$ cat config.mk
export PLATFORM = sky130hd
export DESIGN_NAME = sfra_ram
export DESIGN_NICKNAME = d
export VERILOG_FILES = /design/src/design/sample_frame_ring_assembler_assert.svh /design/src/design/sfra_ram.sv
export SDC_FILE = /design/constraint.sdc
export NUM_CORES = 2
export LEC_CHECK = 0
export ABC_AREA = 1
export ABC_CLOCK_PERIOD_IN_PS = 2500
export BUFFER_PORTS_ARGS = -buffer_cell sky130_fd_sc_hd__buf_2
export CAP_MARGIN = 20
export CORE_MARGIN = 4
export CORE_UTILIZATION = 41
export DETAILED_ROUTE_END_ITERATION = 6
export PLACE_DENSITY = 0.6
export RECOVER_POWER = 25
export SETUP_SLACK_MARGIN = 0.4
export SYNTH_ARGS = -nofsm -noshare
export SYNTH_HDL_FRONTEND = slang
export SYNTH_SLANG_ARGS = --single-unit
export TNS_END_PERCENT = 1
$ cat constraint.sdc
create_clock -name clk -period 2.5 [get_ports clk]
set_input_delay 0.125 -clock clk [delete_from_list [all_inputs] [get_ports clk]]
set_output_delay 0.125 -clock clk [all_outputs]
set_load 0.1 [all_outputs]
$ cat src/design/sample_frame_ring_assembler_assert.svh
// ----------------------------------------------------------------------------
// Sample frame ring assembler assertion macros
// Shared property forms, clocked on clk and disabled while arst_n is low.
// ----------------------------------------------------------------------------
`ifndef SAMPLE_FRAME_RING_ASSEMBLER_ASSERT_SVH
`define SAMPLE_FRAME_RING_ASSEMBLER_ASSERT_SVH

// consequent must hold in the same cycle as the antecedent
`define SFRA_ASSERT_IMPLY(lbl, ante, cons) \
	lbl: assert property (@(posedge clk) disable iff (!arst_n) (ante) |-> (cons)) \
		else $error("sfra: same-cycle check failed");

// consequent must hold in the cycle after the antecedent
`define SFRA_ASSERT_NEXT(lbl, ante, cons) \
	lbl: assert property (@(posedge clk) disable iff (!arst_n) (ante) |=> (cons)) \
		else $error("sfra: next-cycle check failed");

`endif

$ cat src/design/sfra_ram.sv
// ----------------------------------------------------------------------------
// sfra_ram
// Simple dual-port synchronous RAM, one write and one registered read port.
// ----------------------------------------------------------------------------
module sfra_ram #(
	parameter int WIDTH = 16,
	parameter int DEPTH = 256,
	localparam int AW = (DEPTH > 1) ? $clog2(DEPTH) : 1
) (
	input  logic             clk,
	input  logic             we,
	input  logic [AW-1:0]    waddr,
	input  logic [WIDTH-1:0] wdata,
	input  logic             re,
	input  logic [AW-1:0]    raddr,
	output logic [WIDTH-1:0] rdata
);

	logic [WIDTH-1:0] mem_q [DEPTH];

	always_ff @(posedge clk) begin
		if (we) begin
			mem_q[waddr] <= wdata;
		end
	end

	always_ff @(posedge clk) begin
		if (re) begin
			rdata <= mem_q[raddr];
		end
	end

endmodule

==> results.txt <==
outcome: finished, violations left
failing checks: max-capacitance violations, max-slew violations
Max FO, Critical Path: 68
Worst setup EP type: flip-flop
critical path arrival: 3.09 ns
Die ar.: 0.415 mm2
Die Y: 644 um
Leak: 0.0684 uW
core region area: 0.403 mm2
routed vias: 112000
placed cell count: 19300
post-route cell area: 0.193 mm2
Final setup viols: 0
layout cells sized above 1: 12.6%
htree depth: 5
Final period util: 93.6%
yosys warns: 0
Achievable Freq: 427 MHz
routability congestion estimate: 0.922
worst rel slew slack: -73.7%
PortBufs: 50
Synth-to-Final Area Change: 16.5%
Synth Register Bits: 4112
Die Wd: 644 um
Worst Reg-to-Reg Cells: 10
vias per cell: 5.54
minimum clock period: 2.34 ns
max-slew violation count: 961
DR iter-0 viols: 14400
Starting Density: 41.2%
DP HPWL: 311000 um
synthesized instance count: 13600
area post-placement: 0.180 mm2
CTS tree: built
CP startpoint: wdata[14]
Fin Hold WS: 0.0776 ns
WL/cell: 25.1 um
first-pass GRT wire length: 730000 um
vias in the first global route: 104000
non-filler cells, final: 20100
Synthesized Nets: 13700
GR Overflow Total: 0
drt pass-1 iters: 6
Skew-Pair Late Insertion Delay: 0.97 ns
I/O pin cnt: 51
Distinct cells, synth: 14
clk buf depth: 4
largest net degree at the start of global routing: 88
r2r startpoint: mem_q[55][6]
site row count: 233
RSZ-0062 raised after global routing: yes
CP Capture Point: mem_q[202][14]
P per Cell Area: 764 mW/mm2
Setup Fix Bufs, Post-CTS: 0
max cap viols: 17
post-layout util: 48.0%
cell area after synthesis: 0.166 mm2
VDD IR max: 0.000639 V
# DRC: 0
Final Hold Vio Count: 0
synthesized area per cell: 12.2 um2
Post-Route WL: 506000 um
clk slew on worst S/H paths: 0.06 ns
reg2reg setup slack: 0.37 ns
initial antenna violation count: 32
layout net count: 14400
critical path type: input port to flip-flop
clk_skew: 0.0474 ns
Req. time, crit path: 3.25 ns
CTS root buf: clkbuf_16
hold crit path type: input port to flip-flop
GRT Util Overall: 23.6%
Sum Neg Setup Slack: 0 ns
critical path startpoint category: input port
# clock sinks: 4112
register area share after synthesis: 74.4%
Num CTS Buffers: 419
reg2reg end: rdata[6]
Slew @ Worst Pin: 2.61 ns
Antenna Violating Nets Remaining: 0
[cell families after synthesis]
logic type	count (synthesis)	synth area share [%]
simple gates	8529	22.3
flops	4112	74.4
buf+inv	976	3.21
[sequential cells by signal, indices dropped and copies added, names as in the netlist]
name / cells
rdata: 16
mem_q: 4096
[how the worst min path moves through the flow]
| stage | startpoint | end | slack (ns) | cells after the start |
|---|---|---|---|---|
| 5_1_grt | waddr[7] | mem_q[225][15] | 0.09 | 5 |
| 3_3_place_gp | wdata[10] | mem_q[216][10] | 0.54 | 1 |
| 3_5_place_dp | wdata[10] | mem_q[218][10] | 0.55 | 1 |
| 2_1_floorplan | wdata[0] | mem_q[0][0] | 0.22 | 0 |
| 6_report | waddr[7] | mem_q[225][2] | 0.08 | 5 |
| 4_1_cts | waddr[7] | mem_q[225][2] | 0.0009 | 5 |
[stage by stage]
stage / setup slack [ns] / total power [uW]
floorplan: 0.535 / 82400
global placement: -0.429 / 87800
detailed placement: -0.428 / 87900
CTS: 0.280 / 148000
global route: 0.165 / 152000
finish: 0.160 / 148000
[worst max-delay path, cell delays in order]
cell and delay, ns:
dlygate4sd3_1 0.53, clkbuf_2 1.74, buf_4 0.54
[synthesized netlist by cell type]
cell type | number | area, um2
nand3_1 | 4035 | 20200
inv_1 | 35 | 131
inv_2 | 2 | 7.51
inv_4 | 2 | 12.5
buf_4 | 163 | 1220
buf_6 | 53 | 597
nor2_1 | 283 | 1060
buf_1 | 70 | 263
edfxtp_1 | 4112 | 123000
buf_8 | 1 | 15.0
buf_12 | 1 | 20.0
buf_2 | 495 | 2480
clkbuf_1 | 154 | 578
nand2_1 | 4211 | 15800
[cells in the final DEF (no fill, tap or decap)]
cell	count
inv_16	7
buf_6	3
inv_8	2
clkinvlp_4	11
buf_4	907
bufinv_16	32
inv_2	1
clkbuf_1	113
nand3_2	13
buf_8	5
clkinv_16	1
buf_2	22
dlymetal6s4s_1	2
edfxtp_1	4112
clkbuf_4	10
diode_2	20
inv_1	33
nor2_1	245
clkinv_4	1
inv_6	9
clkinv_8	6
nand3_1	4022
buf_12	238
clkinv_2	85
clkinv_1	101
dlygate4sd3_1	20
clkbuf_2	16
nand2_1	4195
nand2_2	16
nor2_2	38
clkbuf_16	427
[power by group]
| part | internal, uW | switching [uW] |
|---|---|---|
| Clock | 34600 | 26400 |
| Sequential | 76100 | 116 |
| Combinational | 2980 | 7480 |
| Total | 114000 | 34000 |
[final cells by class]
class                           count  area [um2]
Fill cell                       35400      210000
Sequential cell                  4112      123000
Multi-Input combinational cell   8529       37300
Timing Repair Buffer             1235       12200
Clock buffer                      528       11100
Tap cell                         5405        6760
Clock inverter                    250        2150
Inverter                           39         199
Antenna cell                       20        50.0
[routing by layer]
layer	track usage (%)	part of all wire (%)
met1	33.9	41
met2	36.0	45
met3	4.10	9.7
met4	9.03	4.1
met5	0	0.0069
[what timing repair did]
action | 4_1_cts | 5_1_grt
hold buffers | 20 | 0
endpoints found under the hold margin | 3598 | 0
setup endpoints to repair | 22 | 25
resized for setup | 9 | 14
No activity file was read; power rests on OpenSTA's default activity.
