--- config.mk ---
export PLATFORM = sky130hd
export DESIGN_NAME = sfra_out_fifo
export DESIGN_NICKNAME = d
export VERILOG_FILES = /design/src/design/sfra_pkg.sv /design/src/design/sfra_out_fifo.sv
export VERILOG_INCLUDE_DIRS = /design/src /design/src/design
export SDC_FILE = /design/constraint.sdc
export NUM_CORES = 1
export LEC_CHECK = 0
export BUFFER_PORTS_ARGS = -buffer_cell sky130_fd_sc_hd__buf_2
export CAP_MARGIN = 5
export CORE_UTILIZATION = 47
export CTS_CLUSTER_SIZE = 8
export DETAILED_ROUTE_END_ITERATION = 6
export PLACE_DENSITY = 0.68
export SKIP_LAST_GASP = 1
export SLEW_MARGIN = 0
export SYNTH_ARGS = -nofsm -noshare
export SYNTH_HDL_FRONTEND = slang
export SYNTH_SLANG_ARGS = --single-unit
export TNS_END_PERCENT = 50
--- constraint.sdc ---
create_clock -name clk -period 2.9 [get_ports clk]
set_clock_uncertainty 0.05 [all_clocks]
set_input_delay 0.58 -clock clk [delete_from_list [all_inputs] [get_ports clk]]
set_output_delay 0.58 -clock clk [all_outputs]
set_load 0.01 [all_outputs]
--- src/design/sample_frame_ring_assembler_assert.svh ---
// ----------------------------------------------------------------------------
// Sample frame ring assembler assertion macros
// Shared property forms, clocked on clk and disabled while arst_n is low.
// ----------------------------------------------------------------------------
`ifndef SAMPLE_FRAME_RING_ASSEMBLER_ASSERT_SVH
`define SAMPLE_FRAME_RING_ASSEMBLER_ASSERT_SVH

// consequent must hold in the same cycle as the antecedent
`define SFRA_ASSERT_IMPLY(lbl, ante, cons) \
	lbl: assert property (@(posedge clk) disable iff (!arst_n) (ante) |-> (cons)) \
		else $error("sfra: same-cycle check failed");

// consequent must hold in the cycle after the antecedent
`define SFRA_ASSERT_NEXT(lbl, ante, cons) \
	lbl: assert property (@(posedge clk) disable iff (!arst_n) (ante) |=> (cons)) \
		else $error("sfra: next-cycle check failed");

`endif

--- src/design/sfra_pkg.sv ---
// ----------------------------------------------------------------------------
// sfra_pkg
// Sizes, command codes and shared types of the sample frame ring assembler.
// ----------------------------------------------------------------------------
package sfra_pkg;

	localparam int SAMPLES_PER_FRAME = 200;
	localparam int FRAME_SLOTS       = 8;
	localparam int STORE_DEPTH       = SAMPLES_PER_FRAME * FRAME_SLOTS;

	localparam int SLOT_W = $clog2(FRAME_SLOTS);
	localparam int ADDR_W = $clog2(STORE_DEPTH);
	localparam int FILL_W = (SAMPLES_PER_FRAME > 1) ? $clog2(SAMPLES_PER_FRAME) : 1;
	// read position runs over samples plus three stamp words
	localparam int RIDX_W = $clog2(SAMPLES_PER_FRAME + 3);

	localparam int OUT_FIFO_DEPTH = 3;
	localparam int OUT_PTR_W      = $clog2(OUT_FIFO_DEPTH);
	localparam int OUT_CNT_W      = $clog2(OUT_FIFO_DEPTH + 1);

	localparam logic [1:0] CMD_SAMPLE = 2'd0;
	localparam logic [1:0] CMD_PPS    = 2'd1;
	localparam logic [1:0] CMD_READ   = 2'd2;

	typedef enum logic [2:0] {
		WSEL_NONE   = 3'd0,
		WSEL_SAMPLE = 3'd1,
		WSEL_PPS    = 3'd2,
		WSEL_TIMER  = 3'd3,
		WSEL_FLAG   = 3'd4
	} wsel_t;

	typedef struct packed {
		logic        flag;
		logic [15:0] timer;
		logic [15:0] pps;
	} stamp_t;

	typedef struct packed {
		logic  valid;
		wsel_t sel;
		logic  dropped;
		logic  data_ready;
	} s1_ctl_t;

	typedef struct packed {
		logic [15:0] word;
		logic        word_valid;
		logic        last_word;
		logic        data_ready;
		logic        frame_dropped;
	} res_t;

	function automatic logic [SLOT_W-1:0] next_slot(input logic [SLOT_W-1:0] s);
		return (s == SLOT_W'(FRAME_SLOTS - 1)) ? '0 : s + 1'b1;
	endfunction

	function automatic logic [ADDR_W-1:0] next_base(input logic [ADDR_W-1:0] base,
			input logic [SLOT_W-1:0] s);
		return (s == SLOT_W'(FRAME_SLOTS - 1)) ? '0 : base + ADDR_W'(SAMPLES_PER_FRAME);
	endfunction

endpackage

--- src/design/sfra_out_fifo.sv ---
// ----------------------------------------------------------------------------
// sfra_out_fifo
// Small register FIFO holding finished results until the receiver takes them.
// ----------------------------------------------------------------------------
`include "sample_frame_ring_assembler_assert.svh"

module sfra_out_fifo (
	input  logic                            clk,
	input  logic                            arst_n,
	input  logic                            push,
	input  sfra_pkg::res_t                  push_data,
	input  logic                            pop,
	output logic                            head_valid,
	output sfra_pkg::res_t                  head,
	output logic [sfra_pkg::OUT_CNT_W-1:0] count
);

	sfra_pkg::res_t                  mem_q [sfra_pkg::OUT_FIFO_DEPTH];
	logic [sfra_pkg::OUT_PTR_W-1:0] wr_ptr_q, rd_ptr_q;
	logic [sfra_pkg::OUT_CNT_W-1:0] count_q;

	function automatic logic [sfra_pkg::OUT_PTR_W-1:0] ptr_inc(
			input logic [sfra_pkg::OUT_PTR_W-1:0] p);
		return (p == sfra_pkg::OUT_PTR_W'(sfra_pkg::OUT_FIFO_DEPTH - 1)) ? '0 : p + 1'b1;
	endfunction

	assign head_valid = (count_q != '0);
	assign head       = mem_q[rd_ptr_q];
	assign count      = count_q;

	always_ff @(posedge clk) begin
		if (push) begin
			mem_q[wr_ptr_q] <= push_data;
		end
	end

	always_ff @(posedge clk or negedge arst_n) begin
		if (!arst_n) begin
			wr_ptr_q <= '0;
			rd_ptr_q <= '0;
			count_q  <= '0;
		end else begin
			if (push) begin
				wr_ptr_q <= ptr_inc(wr_ptr_q);
			end
			if (pop) begin
				rd_ptr_q <= ptr_inc(rd_ptr_q);
			end
			if (push && !pop) begin
				count_q <= count_q + 1'b1;
			end else if (pop && !push) begin
				count_q <= count_q - 1'b1;
			end
		end
	end

	`SFRA_ASSERT_IMPLY(a_no_overflow, push,
		count_q < sfra_pkg::OUT_CNT_W'(sfra_pkg::OUT_FIFO_DEPTH))
	`SFRA_ASSERT_IMPLY(a_count_bound, 1'b1,
		count_q <= sfra_pkg::OUT_CNT_W'(sfra_pkg::OUT_FIFO_DEPTH))
	`SFRA_ASSERT_IMPLY(a_pop_nonempty, pop, count_q != '0)

endmodule

==> metrics.csv, run 1 <==
stage,metric,value,unit
place,pre_cts_ws,879,ps
sta,slew_headroom,61.6,%
critical_path,r2r-end,mem_q[1][13],
yosys,yosys_warnings,0,
global_routing,use_met1,17.9,%
global_routing,grt_start_max_net_pins,23,
floorplanning,initial_utilization,49.0,%
detailed_routing,drc_errors,0,
critical_path,crit_required,2270,ps
clocking,postCtsSetupBuffers,0,
floorplanning,core_area,0.00514,mm^2
yosys,synth_cell_types,22,
clocking,holdBufCountCts,0,
layout,fin_nets,234,
yosys,synth-edff-count,60,
yosys,synth.area.top_cells,"edfxtp_1, mux2i_1, dfrtp_1",
clocking,cts_root_buf,clkbuf_8,
layout,layout.cells.most_common,edfxtp_1,
yosys,async_flop_share,9.09,%
sta,rsz0062_at_grt,no,
critical_path,crit_path_end_kind,output port,
sta,final-hold-violation-count,0,
clocking,cts_buffers,9,
global_routing,grt-ovfl-total,0,
layout,drive_gt1_share,33.6,%
clocking,htreeDepth,3,
floorplanning,rows,26,
clocking,cts.path.max_buffers,2,
critical_path,startpoint_type,flop,
yosys,ys_seq_elements,66,
critical_path,timing.critical_path.fanout_max,22,
place,gp_congestion,0.712,
power_and_ir_drop,fin_total_pwr,0.00249,W
critical_path,worstRegToRegCells,3,
critical_path,critPathArrivalTime,1720,ps
sta,min_period_over_period,81.1,%
yosys,netlist.area_leader.share,71.6,%
power_and_ir_drop,p_per_area,831,mW/mm^2
critical_path,r2r_setup_slack,1270,ps
place,placed_area,0.00283,mm^2
clocking,cts_sinks,66,
yosys,synthesis.nets,177,
global_routing,grt_most_used_layer,met2,
global_routing,grt.total_usage,16.5,%
yosys,syn_avg_cell_area,16.6,um^2
layout,diodes,0,
sta,layout_setup_ws,548,ps
floorplanning,io_pins,47,
place,port_buffers,46,
sta,finalMaxSlewViolations,0,
global_routing,grt_use_met3,6.69,%
global_routing,grt_pass1_wl,6.26,mm
sta,fmax,425,MHz
power_and_ir_drop,ir_drop,605,uV
sta,setup_viol,0,
floorplanning,dieWidth,75.2,um
run_status,status,"complete, no violations",
detailed_routing,totalWireLength,4.22,mm
clocking,cts_tree,yes,
yosys,synth_cells,152,
detailed_routing,drt_iter0_drc,51,
layout,stdcell_area,0.00299,mm^2
floorplanning,die_area,0.00565,mm^2
hold_path,hold_path_class,in2async,
yosys,synth_ff_type,edfxtp_1,
layout,layout_common_cells,"edfxtp_1, buf_2, nand2_1, mux2i_1, o21ai_1",
yosys,synth_top_area_cell,edfxtp_1,
sta,tightest_slew,576,ps
critical_path,regToRegStartpoint,wr_ptr_q[0],
detailed_routing,avgRoutedWirePerCell,14.9,um
detailed_routing,num_vias,1380,
place,detailed_place_hpwl,2.87,mm
detailed_routing,antenna_left,0,
floorplanning,fp.dieH,75.2,um
sta,setup_tns,0,ps
clocking,cts.clk_slew.worst_paths,70,ps
detailed_routing,dr.pass1.iters,4,
power_and_ir_drop,p_leak,1.16,nW
global_routing,grt_antenna_before_repair,0,
global_routing,use_met2,28.4,%
job,cap_viol_max_count,0,
sta,period_needed,2350,ps
yosys,yosysSeqAreaShare,77.5,%
layout,finish.utilization,58.2,%
layout,area_growth,18.8,%
clocking,post_cts_resized,0,
clocking,clk_latency,330,ps
yosys,syn_area,0.00252,mm^2
detailed_routing,via_per_inst,4.86,
global_routing,grt_pass1_vias,1363,
critical_path,critical_path_class,reg2out,
## worst max-delay path by stage
stage | from | to | slack (ps) | depth (start not counted)
floorplan | push | mem_q[2][0] | 260 | 2
global placement | rd_ptr_q[1] | head[12] | 960 | 4
detailed placement | rd_ptr_q[1] | head[16] | 880 | 4
CTS | rd_ptr_q[1] | head[16] | 510 | 4
global route | rd_ptr_q[1] | head[16] | 410 | 4
finish | rd_ptr_q[1] | head[12] | 550 | 4
## final cells by class
cell class / instances / area (um^2)
Clock inverter: 6 / 33.8
Sequential cell: 66 / 1950
Inverter: 3 / 11.3
Tap cell: 70 / 87.6
Timing Repair Buffer: 53 / 283
Fill cell: 425 / 2150
Multi-Input combinational cell: 76 / 497
Clock buffer: 10 / 128
## kinds of logic after synthesis
group / share of synthesized area [%]
flops: 77.5
simple gates: 4.57
compound gates: 4.77
mux: 8.35
buf+inv: 3.23
xor+xnor: 1.04
fa+ha+maj: 0.497
## power breakdown
part	total [W]	switching, W	internal [W]
combinational	0.000559	0.000328	0.000231
clock	0.000628	0.000326	0.000302
sequential	0.00130	0.0000752	0.00122
total	0.00249	0.000729	0.00176
## Yosys cell counts, types with 2 or more instances
| library cell | n |
|---|---|
| mux2i_1 | 21 |
| nand2_1 | 22 |
| a21o_1 | 2 |
| edfxtp_1 | 60 |
| o21ai_1 | 20 |
| nor2_1 | 2 |
| xor2_1 | 2 |
| inv_1 | 2 |
| buf_12 | 2 |
| buf_2 | 2 |
| dfrtp_1 | 6 |
## per-layer routing
layer	routed length (um)	up-vias	share of wire, %
li1	-	676	-
met1	1760	655	42
met2	2140	42	51
met3	273	7	6.5
met4	50	0	1.2
met5	0	-	0
## critical path: stages (launching register included)
cell	delay, ps
dfrtp_1	710
buf_4	340
nand2_1	80
o21ai_1	100
buf_2	150
## state kept, by name (all words and copies together) (netlist names)
register,flops
count,2
mem_q,60
rd_ptr_q,2
wr_ptr_q,2
## stage by stage
step	std cells	hold WS, ps
after global placement	268	363
after CTS	284	5.71
after global routing	284	6.09
after floorplan	152	234
after detailed placement	268	369
final	284	17.9
(Power assumes the default switching activity.)
==> run 2: changes to the inputs <==
PLACE_DENSITY = 0.71   (was 0.68)
clock period = 2.1 ns   (was 2.9 ns; I/O delays follow)
==> metrics.csv, run 2 (synthesis gave the netlist of run 1 again) <==
stage,metric,value,unit,change
run_status,status,"complete, no violations",,unchanged
clocking,postCtsSetupBuffers,0,,unchanged
layout,fin_nets,235,,was 234
layout,layout.cells.most_common,edfxtp_1,,unchanged
clocking,cts.path.max_buffers,2,,unchanged
layout,diodes,0,,unchanged
layout,finish.utilization,58.3,%,was 58.2%
sta,period_needed,1880,ps,
detailed_routing,totalWireLength,3.86,mm,was 4.22 mm
power_and_ir_drop,ir_drop,674,uV,was 605 uV
place,placed_area,0.00284,mm^2,was 0.00283 mm^2
sta,finalMaxSlewViolations,0,,unchanged
critical_path,cp_slowest_cell,dfrtp_1,,unchanged
critical_path,crit_buf_inv,2,,unchanged
power_and_ir_drop,p_per_area,1120,mW/mm^2,was 831 mW/mm^2
global_routing,grt.total_usage,15.5,%,was 16.5%
global_routing,grt_pass1_vias,1220,,was 1363
floorplanning,rows,26,,unchanged
clocking,htreeDepth,3,,unchanged
floorplanning,io_pins,47,,unchanged
layout,stdcell_area,0.00300,mm^2,was 0.00299 mm^2
place,detailed_place_hpwl,2.43,mm,was 2.87 mm
layout,area_growth,19.0,%,was 18.8%
clocking,cts_sinks,66,,unchanged
detailed_routing,dr.pass1.iters,4,,unchanged
sta,final-hold-violation-count,0,,unchanged
place,gp_congestion,0.670,,was 0.712
clocking,holdBufCountCts,1,,was 0
layout,layout_common_cells,"edfxtp_1, buf_2, nand2_1, mux2i_1, o21ai_1",,unchanged
floorplanning,core_area,0.00514,mm^2,unchanged
global_routing,grt-ovfl-total,0,,unchanged
layout,drive_gt1_share,31.2,%,was 33.6%
floorplanning,initial_utilization,49.0,%,unchanged
sta,setup_viol,0,,unchanged
power_and_ir_drop,p_leak,1.17,nW,was 1.16 nW
sta,rsz0062_at_grt,no,,unchanged
floorplanning,fp.dieH,75.2,um,unchanged
global_routing,grt_pass1_wl,5.82,mm,was 6.26 mm
sta,setup_tns,0,ps,unchanged
sta,tightest_slew,303,ps,was 576 ps
job,cap_viol_max_count,0,,unchanged
hold_path,hold_path_class,in2reg,,was in2async
place,port_buffers,46,,unchanged
detailed_routing,via_per_inst,4.75,,was 4.86
sta,fmax,532,MHz,
global_routing,grt_antenna_before_repair,0,,unchanged
clocking,clk_latency,330,ps,about the same
power_and_ir_drop,fin_total_pwr,0.00336,W,was 0.00249 W
global_routing,grt_start_max_net_pins,25,,was 23
critical_path,startpoint_type,flop,,unchanged
clocking,cts_root_buf,clkbuf_8,,unchanged
layout,regMostFlops,mem_q,,unchanged
critical_path,r2r_setup_slack,760,ps,was 1270 ps
critical_path,timing.critical_path.fanout_max,12,,was 22
critical_path,max_stage_delay,390,ps,was 710 ps
sta,min_period_over_period,89.5,%,
place,placed_cells,268,,unchanged
clocking,post_cts_resized,0,,unchanged
clocking,cts_buffers,9,,unchanged
critical_path,crit_required,1630,ps,was 2270 ps
floorplanning,die_area,0.00565,mm^2,unchanged
critical_path,critical_path_class,reg2out,,unchanged
layout,final_cells,285,,was 284
detailed_routing,avgRoutedWirePerCell,13.5,um,was 14.9 um
sta,slew_headroom,79.8,%,was 61.6%
floorplanning,dieWidth,75.2,um,unchanged
clocking,cts_tree,yes,,unchanged
detailed_routing,drc_errors,0,,unchanged
critical_path,path_cells,buf_4 -> mux2i_1 -> o21ai_0 -> buf_2,,was buf_4 -> nand2_1 -> o21ai_1 -> buf_2
critical_path,critPathArrivalTime,1410,ps,was 1720 ps
detailed_routing,antenna_left,0,,unchanged
layout,largest_register_ffs,60,,unchanged
clocking,cts.clk_slew.worst_paths,60,ps,was 70 ps
critical_path,cp_top_family,flip-flops,,unchanged
detailed_routing,drt_iter0_drc,50,,was 51
detailed_routing,num_vias,1353,,was 1380
critical_path,crit_path_end_kind,output port,,unchanged
-- run 2: cell count changes in the layout (fill, tap and decap cells not counted) --
cell | previous run | this run
clkinv_1 | 1 | 7
clkinv_2 | 3 | 0
clkbuf_1 | 1 | 0
clkinvlp_4 | 2 | 0
nor3b_2 | 1 | 0
nor3b_4 | 0 | 1
dlygate4sd3_1 | 0 | 1
-- run 2: where the power goes --
group | leakage, nW | internal, W | switching, W
clock network | 0.0757 | 0.000398 | 0.000401
logic | 0.464 | 0.000324 | 0.000465
registers | 0.627 | 0.00169 | 0.0000840
total | 1.17 | 0.00241 | 0.000950
-- run 2: worst reg2reg max path, stage by stage, from the launching register on --
cell and delay [ps]:
dfrtp_1 440, nor3b_4 200, buf_4 320
-- run 2: final timing paths --
kind / end / cells past startpoint / startpoint
max reg2reg: mem_q[2][0] / 2 / wr_ptr_q[0]
min in group asynchronous: count[1] / 2 / arst_n
max: head[17] / 4 / rd_ptr_q[0]
min: mem_q[1][19] / 1 / push_data[19]
max in group asynchronous: rd_ptr_q[1] / 2 / arst_n
min reg2reg: count[1] / 1 / count[1]
-- run 2: layout make-up --
type | count | area (um^2)
clock inverter | 7 | 26.3
tap | 70 | 87.6
inverter | 3 | 11.3
sequential | 66 | 1950
fill | 438 | 2140
clock buffer | 9 | 124
multi-input combinational | 76 | 503
timing repair buffer | 54 | 293
-- run 2: per-layer routing --
metal	global-route usage [%]	part of all wire, %	up-vias
met5	0	0	-
met4	5.56	0.49	0
met3	8.03	5.8	2
met2	25.2	49	43
met1	17.6	45	633
li1	-	-	675
-- run 2: metrics by stage --
step	setup WS, ps	hold WS [ps]
after floorplan	-310	74.4
after global placement	580	202
after detailed placement	559	203
after CTS	191	223
after global routing	123	218
final	221	242
