[src/design/sample_frame_ring_assembler_assert.svh]
// ----------------------------------------------------------------------------
// Sample frame ring assembler assertion macros
// Shared property forms, clocked on clk and disabled while arst_n is low.
// ----------------------------------------------------------------------------
`ifndef SAMPLE_FRAME_RING_ASSEMBLER_ASSERT_SVH
`define SAMPLE_FRAME_RING_ASSEMBLER_ASSERT_SVH

// consequent must hold in the same cycle as the antecedent
`define SFRA_ASSERT_IMPLY(lbl, ante, cons) \
	lbl: assert property (@(posedge clk) disable iff (!arst_n) (ante) |-> (cons)) \
		else $error("sfra: same-cycle check failed");

// consequent must hold in the cycle after the antecedent
`define SFRA_ASSERT_NEXT(lbl, ante, cons) \
	lbl: assert property (@(posedge clk) disable iff (!arst_n) (ante) |=> (cons)) \
		else $error("sfra: next-cycle check failed");

`endif

[src/design/sfra_pkg.sv]
// ----------------------------------------------------------------------------
// sfra_pkg
// Sizes, command codes and shared types of the sample frame ring assembler.
// ----------------------------------------------------------------------------
package sfra_pkg;

	localparam int SAMPLES_PER_FRAME = 200;
	localparam int FRAME_SLOTS       = 8;
	localparam int STORE_DEPTH       = SAMPLES_PER_FRAME * FRAME_SLOTS;

	localparam int SLOT_W = $clog2(FRAME_SLOTS);
	localparam int ADDR_W = $clog2(STORE_DEPTH);
	localparam int FILL_W = (SAMPLES_PER_FRAME > 1) ? $clog2(SAMPLES_PER_FRAME) : 1;
	// read position runs over samples plus three stamp words
	localparam int RIDX_W = $clog2(SAMPLES_PER_FRAME + 3);

	localparam int OUT_FIFO_DEPTH = 3;
	localparam int OUT_PTR_W      = $clog2(OUT_FIFO_DEPTH);
	localparam int OUT_CNT_W      = $clog2(OUT_FIFO_DEPTH + 1);

	localparam logic [1:0] CMD_SAMPLE = 2'd0;
	localparam logic [1:0] CMD_PPS    = 2'd1;
	localparam logic [1:0] CMD_READ   = 2'd2;

	typedef enum logic [2:0] {
		WSEL_NONE   = 3'd0,
		WSEL_SAMPLE = 3'd1,
		WSEL_PPS    = 3'd2,
		WSEL_TIMER  = 3'd3,
		WSEL_FLAG   = 3'd4
	} wsel_t;

	typedef struct packed {
		logic        flag;
		logic [15:0] timer;
		logic [15:0] pps;
	} stamp_t;

	typedef struct packed {
		logic  valid;
		wsel_t sel;
		logic  dropped;
		logic  data_ready;
	} s1_ctl_t;

	typedef struct packed {
		logic [15:0] word;
		logic        word_valid;
		logic        last_word;
		logic        data_ready;
		logic        frame_dropped;
	} res_t;

	function automatic logic [SLOT_W-1:0] next_slot(input logic [SLOT_W-1:0] s);
		return (s == SLOT_W'(FRAME_SLOTS - 1)) ? '0 : s + 1'b1;
	endfunction

	function automatic logic [ADDR_W-1:0] next_base(input logic [ADDR_W-1:0] base,
			input logic [SLOT_W-1:0] s);
		return (s == SLOT_W'(FRAME_SLOTS - 1)) ? '0 : base + ADDR_W'(SAMPLES_PER_FRAME);
	endfunction

endpackage

[src/design/sfra_ctrl.sv]
// ----------------------------------------------------------------------------
// sfra_ctrl
// Ring pointers, fill and read positions, PPS tracking; drives the memory
// ports and the read-stage control.
// ----------------------------------------------------------------------------
`include "sample_frame_ring_assembler_assert.svh"

module sfra_ctrl (
	input  logic                         clk,
	input  logic                         arst_n,
	input  logic                         accept,
	input  logic [1:0]                   cmd,
	input  logic signed [15:0]           sample,
	input  logic [15:0]                  timer_count,
	input  logic [15:0]                  capture_count,
	output logic                         smp_we,
	output logic [sfra_pkg::ADDR_W-1:0] smp_waddr,
	output logic [15:0]                  smp_wdata,
	output logic                         smp_re,
	output logic [sfra_pkg::ADDR_W-1:0] smp_raddr,
	output logic                         stp_we,
	output logic [sfra_pkg::SLOT_W-1:0] stp_waddr,
	output sfra_pkg::stamp_t             stp_wdata,
	output logic                         stp_re,
	output logic [sfra_pkg::SLOT_W-1:0] stp_raddr,
	output sfra_pkg::s1_ctl_t            ctl_s1
);

	logic [sfra_pkg::SLOT_W-1:0] write_slot_q, read_slot_q, ws_d, rs_d;
	logic [sfra_pkg::ADDR_W-1:0] write_base_q, read_base_q, wb_d, rb_d;
	logic [sfra_pkg::FILL_W-1:0] fill_idx_q, fill_d;
	logic [sfra_pkg::RIDX_W-1:0] read_idx_q, ridx_d;
	logic                        pps_pending_q, pend_d;
	logic [15:0]                 last_pps_q, lpps_d;
	logic                        fill_last, ring_full, nonempty, dropped;
	sfra_pkg::wsel_t             sel;

	assign fill_last = (fill_idx_q == sfra_pkg::FILL_W'(sfra_pkg::SAMPLES_PER_FRAME - 1));
	assign ring_full = (sfra_pkg::next_slot(write_slot_q) == read_slot_q);
	assign nonempty  = (read_slot_q != write_slot_q);

	assign smp_waddr = write_base_q + sfra_pkg::ADDR_W'(fill_idx_q);
	assign smp_wdata = $unsigned(sample);
	assign smp_raddr = read_base_q + sfra_pkg::ADDR_W'(read_idx_q);
	assign stp_waddr = write_slot_q;
	assign stp_raddr = read_slot_q;
	assign stp_wdata = '{flag: pps_pending_q, timer: timer_count, pps: last_pps_q};

	always_comb begin
		ws_d    = write_slot_q;
		rs_d    = read_slot_q;
		wb_d    = write_base_q;
		rb_d    = read_base_q;
		fill_d  = fill_idx_q;
		ridx_d  = read_idx_q;
		pend_d  = pps_pending_q;
		lpps_d  = last_pps_q;
		smp_we  = 1'b0;
		smp_re  = 1'b0;
		stp_we  = 1'b0;
		stp_re  = 1'b0;
		dropped = 1'b0;
		sel     = sfra_pkg::WSEL_NONE;
		if (accept) begin
			case (cmd)
				sfra_pkg::CMD_SAMPLE: begin
					smp_we = 1'b1;
					if (fill_last) begin
						fill_d = '0;
						if (ring_full) begin
							// frame is lost; pending PPS carries to the next kept frame
							dropped = 1'b1;
						end else begin
							stp_we = 1'b1;
							pend_d = 1'b0;
							ws_d   = sfra_pkg::next_slot(write_slot_q);
							wb_d   = sfra_pkg::next_base(write_base_q, write_slot_q);
						end
					end else begin
						fill_d = fill_idx_q + 1'b1;
					end
				end
				sfra_pkg::CMD_PPS: begin
					pend_d = 1'b1;
					lpps_d = capture_count;
				end
				sfra_pkg::CMD_READ: begin
					if (nonempty) begin
						stp_re = 1'b1;
						ridx_d = read_idx_q + 1'b1;
						if (read_idx_q < sfra_pkg::RIDX_W'(sfra_pkg::SAMPLES_PER_FRAME)) begin
							smp_re = 1'b1;
							sel    = sfra_pkg::WSEL_SAMPLE;
						end else if (read_idx_q ==
								sfra_pkg::RIDX_W'(sfra_pkg::SAMPLES_PER_FRAME)) begin
							sel = sfra_pkg::WSEL_PPS;
						end else if (read_idx_q ==
								sfra_pkg::RIDX_W'(sfra_pkg::SAMPLES_PER_FRAME + 1)) begin
							sel = sfra_pkg::WSEL_TIMER;
						end else begin
							sel    = sfra_pkg::WSEL_FLAG;
							ridx_d = '0;
							rs_d   = sfra_pkg::next_slot(read_slot_q);
							rb_d   = sfra_pkg::next_base(read_base_q, read_slot_q);
						end
					end
				end
				default: begin
				end
			endcase
		end
	end

	always_ff @(posedge clk or negedge arst_n) begin
		if (!arst_n) begin
			write_slot_q  <= '0;
			read_slot_q   <= '0;
			write_base_q  <= '0;
			read_base_q   <= '0;
			fill_idx_q    <= '0;
			read_idx_q    <= '0;
			pps_pending_q <= 1'b0;
			last_pps_q    <= '0;
			ctl_s1        <= '0;
		end else begin
			write_slot_q      <= ws_d;
			read_slot_q       <= rs_d;
			write_base_q      <= wb_d;
			read_base_q       <= rb_d;
			fill_idx_q        <= fill_d;
			read_idx_q        <= ridx_d;
			pps_pending_q     <= pend_d;
			last_pps_q        <= lpps_d;
			ctl_s1.valid      <= accept;
			ctl_s1.sel        <= sel;
			ctl_s1.dropped    <= dropped;
			ctl_s1.data_ready <= (rs_d != ws_d);
		end
	end

	`SFRA_ASSERT_NEXT(a_drop_keeps_slot, dropped, write_slot_q == $past(write_slot_q))
	`SFRA_ASSERT_NEXT(a_stamp_clears_pps, stp_we, !pps_pending_q)
	`SFRA_ASSERT_IMPLY(a_fill_in_range, 1'b1,
		fill_idx_q < sfra_pkg::FILL_W'(sfra_pkg::SAMPLES_PER_FRAME))

endmodule

[config.mk]
export PLATFORM = sky130hd
export DESIGN_NAME = sfra_ctrl
export DESIGN_NICKNAME = d
export VERILOG_FILES = /design/src/design/sfra_pkg.sv /design/src/design/sfra_ctrl.sv
export VERILOG_INCLUDE_DIRS = /design/src /design/src/design
export SDC_FILE = /design/constraint.sdc
export NUM_CORES = 1
export LEC_CHECK = 0
export BUFFER_PORTS_ARGS = -buffer_cell sky130_fd_sc_hd__buf_4
export CAP_MARGIN = 20
export CORE_UTILIZATION = 40
export CTS_BUF_LIST = sky130_fd_sc_hd__clkbuf_4 sky130_fd_sc_hd__clkbuf_8
export CTS_CLUSTER_DIAMETER = 150
export DETAILED_ROUTE_END_ITERATION = 8
export GPL_ROUTABILITY_DRIVEN = 0
export GPL_TIMING_DRIVEN = 0
export PLACE_DENSITY = 0.68
export SETUP_SLACK_MARGIN = 0.5
export SYNTH_ARGS = -nofsm -noshare
export SYNTH_HDL_FRONTEND = slang
export SYNTH_SLANG_ARGS = --single-unit
[constraint.sdc]
create_clock -name clk -period 5.95 [get_ports clk]
set_input_delay 0.595 -clock clk [delete_from_list [all_inputs] [get_ports clk]]
set_output_delay 0.595 -clock clk [all_outputs]
set_load 0.01 [all_outputs]
==> reports/qor.tcl <==
set qor(tns_ns) 0
set qor(critPathArrivalTime_ns) 2.69
set qor(cts.root.buffer_cell) {sky130_fd_sc_hd__clkbuf_8}
set qor(worstPathCellList) {ha_1 -> ha_1 -> clkbuf_1 -> nand2b_1 -> xnor2_1 -> o21ai_2 -> buf_6 -> clkbuf_1 -> inv_1 -> buf_4}
set qor(synth.ff_latch_count) 61
set qor(worst_path_dominant_cell_family) {buffers and inverters}
set qor(cts.repair_timing.setup_buffer_count) 0
set qor(worst_ep_required_time_ns) 5.36
set qor(numCtsBuffers) 9
set qor(ant_nets) 0
set qor(yosysUniqueCellTypes) 44
set qor(io_pins) 140
set qor(min_period_over_period) 0.5515
set qor(critical_path.n_buffers_inverters) 5
set qor(post_cts_resized) 0
set qor(status) {completed}
set qor(timing.critical_path.slowest_cell_delay_ns) 0.45
set qor(cts_max_path_buffers) 2
set qor(port_buffers) 107
set qor(hold_buffers) 0
set qor(rsz0062_at_grt) {false}
set qor(synthesis.area_per_instance_um2) 9.996
set qor(drtPass1Iterations) 4
set qor(multiInputGateArea_mm2) 0.001660
set qor(num_vias) 2815
set qor(antenna_cells_inserted) 0
set qor(htree_levels) 3
set qor(layout.filler_cells) 822
set qor(fin_nets) 548
set qor(final_common_cell) {sky130_fd_sc_hd__buf_4}
set qor(grt-ovfl-total) 0
set qor(criticalPathCategory) {flip-flop to primary output}
set qor(peakVddDrop_mv) 0.1811
set qor(syn_inst) 357
set qor(routedWlPerCell_um) 12.45
set qor(dp.final_hpwl_um) 5545
set qor(grt_start_max_net_pins) 62
set qor(yosys_most_used_dff) {sky130_fd_sc_hd__dfrtp_1}
set qor(ys_top_cells_by_area) {sky130_fd_sc_hd__dfrtp_1 43%, sky130_fd_sc_hd__buf_4 7.8%, sky130_fd_sc_hd__ha_1 7.0%}
set qor(setup_viol) 0
set qor(power.share.switching) 0.2889
set qor(max_freq_mhz) 304.7
set qor(layout_common_cells) {144 x sky130_fd_sc_hd__buf_4, 61 x sky130_fd_sc_hd__dfrtp_1, 33 x sky130_fd_sc_hd__o21ai_0, 31 x sky130_fd_sc_hd__nand2_1, 20 x sky130_fd_sc_hd__ha_1}
set qor(postSynth.asyncResetShare) 1.000
set qor(type_of_the_worst_min_delay_path) {primary input to async pin}
set qor(synth.cell_area_mm2) 0.003568
set qor(core_mm2) 0.008678
set qor(drtIter0Drc) 68
set qor(antenna_found_initial) 0
set qor(synth.yosys.warnings) 0
set qor(synth_top_area_cell) {sky130_fd_sc_hd__dfrtp_1}
set qor(final.min_clock_period_ns) 3.281
set qor(area_growth_syn_to_layout_pct) 31.38
set qor(report.final.slew_viol_count) 0
set qor(die_w_um) 96.45
set qor(drive_gt1_frac) 0.3979
set qor(initial_core_util) 0.4112
set qor(grt_pass1_vias) 2411
set qor(vias_per_cell) 4.787
set qor(grt_first_pass_wirelength_um) 11200
set qor(internal_power_uw) 804.3
set qor(power_frac_seq) 0.446
set qor(worst_setup_hold_path_clk_slew_ns) 0.07
set qor(die_area_mm2) 0.009303
set qor(netSwitchingPower_uw) 326.8
set qor(critPathLaunchType) {flip-flop}
set qor(cap_viol_max_count) 0
set qor(skew_ns) 0.01032
set qor(pwr_density_cell_mw_per_mm2) 241.3
set qor(post_synth_edffs) 0
set qor(worstSetupEndpointType) {primary output}
set qor(power.clock.fraction) 0.293
set qor(slowest_stage) {sky130_fd_sc_hd__dfrtp_1}
set qor(tightest_slew_ns) 0.7862
set qor(clock_latency_ns) 0.32
set qor(final_cells) 588
set qor(tritoncts) {done}
set qor(timing.max_slew.rel_slack) 0.4758
set qor(power.static_leakage_uw) 0.002388
set qor(route.final.wire_length_um) 7318
set qor(tritoncts_num_sinks) 61
set qor(placed_cells) 572
set qor(postSynthNetCount) 430
set qor(die_h_um) 96.45
set qor(critical_path_fanouts_max) 10
set qor(comb_power_share) 0.261
set qor(ys_seq_area_frac) 0.4278
set qor(yosys.area.top_type_share) 0.4278
set qor(worst-r2r-setup-slack_ns) 3.20
set qor(combined_flip_flop_and_latch_cell_area_mm2) 0.001526
set qor(hold_violations) 0
set qor(grt_use_total) 0.1566
set qor(row_count) 34
set qor(post-route-drc-count) 0
through the flow:
stage	worst slack, ns	cell area, µm²	utilization	hold slack (ns)	total power [µW]
global placement	3.041	4507	0.5193	0.4649	802.3
global route	2.500	4688	0.5402	0.3837	1204
CTS	2.625	4688	0.5402	0.3707	1150
finish	2.669	4688	0.5402	0.3447	1131
floorplan	3.369	3568	-	0.2994	671.4
detailed placement	2.990	4507	0.5193	0.4713	810.1
power groups by stage:
stage | Combinational (µW) | Clock (µW) | Sequential, µW
2_1_floorplan | 160 | 0 | 512
3_3_place_gp | 292 | 0 | 510
3_5_place_dp | 298 | 0 | 512
4_1_cts | 299 | 345 | 505
5_1_grt | 329 | 364 | 511
6_report | 295 | 332 | 505
worst register-to-register path, stage by stage (launching register included):
cell                      delay, ns
sky130_fd_sc_hd__dfrtp_1       0.42
sky130_fd_sc_hd__inv_1         0.09
sky130_fd_sc_hd__ha_1          0.22
sky130_fd_sc_hd__or3b_1        0.37
sky130_fd_sc_hd__a21oi_2       0.27
sky130_fd_sc_hd__nand2_1       0.18
sky130_fd_sc_hd__inv_2         0.20
sky130_fd_sc_hd__mux2_2        0.37
sky130_fd_sc_hd__xnor2_1       0.13
sky130_fd_sc_hd__or3_1         0.37
registers in the layout, summed over array words and instances, names as in the netlist:
| signal | flops |
|---|---|
| last_pps_q | 16 |
| fill_idx_q | 8 |
| stp_waddr | 3 |
| ctl_s1 | 6 |
| stp_raddr | 3 |
| read_idx_q | 8 |
| pps_pending_q | 1 |
| read_base_q | 8 |
| write_base_q | 8 |
final timing paths:
kind | start | endpoint | cells after the start
worst min register to register | pps_pending_q | pps_pending_q | 2
max in group asynchronous | arst_n | ctl_s1[2] | 1
worst max-delay path | stp_waddr[0] | stp_we | 10
worst max register to register | read_idx_q[0] | ctl_s1[0] | 9
min in group clk | accept | ctl_s1[5] | 1
worst min-delay path | arst_n | write_base_q[5] | 1
synth_stat cells, types with 3 or more instances:
| cell type | number |
|---|---|
| sky130_fd_sc_hd__nor3_1 | 15 |
| sky130_fd_sc_hd__o21a_1 | 4 |
| sky130_fd_sc_hd__mux2_2 | 19 |
| sky130_fd_sc_hd__mux2i_1 | 5 |
| sky130_fd_sc_hd__a21o_1 | 5 |
| sky130_fd_sc_hd__dfrtp_1 | 61 |
| sky130_fd_sc_hd__buf_4 | 37 |
| sky130_fd_sc_hd__nand3b_1 | 3 |
| sky130_fd_sc_hd__nand2_1 | 31 |
| sky130_fd_sc_hd__nor2b_1 | 4 |
| sky130_fd_sc_hd__or3_1 | 3 |
| sky130_fd_sc_hd__nor2_1 | 13 |
| sky130_fd_sc_hd__xor2_1 | 8 |
| sky130_fd_sc_hd__and3_1 | 7 |
| sky130_fd_sc_hd__xnor2_1 | 17 |
| sky130_fd_sc_hd__inv_1 | 10 |
| sky130_fd_sc_hd__clkbuf_1 | 11 |
| sky130_fd_sc_hd__a21oi_1 | 10 |
| sky130_fd_sc_hd__o21ai_0 | 33 |
| sky130_fd_sc_hd__nand2b_1 | 10 |
| sky130_fd_sc_hd__ha_1 | 20 |
metal layers:
metal	GRT usage	wire (µm)	vias to the layer above
met1	0.1959	3159	1315
met5	0	0	-
met3	0.04617	406	2
li1	-	-	1422
met2	0.2658	3737	76
met4	0.03676	15	0
cell type report:
| type | instances | area share |
|---|---|---|
| Buffer | 51 | 0.07259 |
| Clock buffer | 12 | 0.03389 |
| Timing Repair Buffer | 107 | 0.1713 |
| Tap cell | 108 | 0.02882 |
| Sequential cell | 61 | 0.3256 |
| Clock inverter | 4 | 0.004804 |
| Multi-Input combinational cell | 234 | 0.3541 |
| Inverter | 11 | 0.008807 |
logic make-up after synthesis:
logic type	Yosys count	share of synthesized area
fa+ha+maj	20	0.07013
flops	61	0.4278
buf+inv	62	0.1069
xor+xnor	25	0.06136
compound gates	65	0.1097
simple gates	99	0.1459
mux	25	0.07819
No activity file was read; power rests on OpenSTA's default activity.
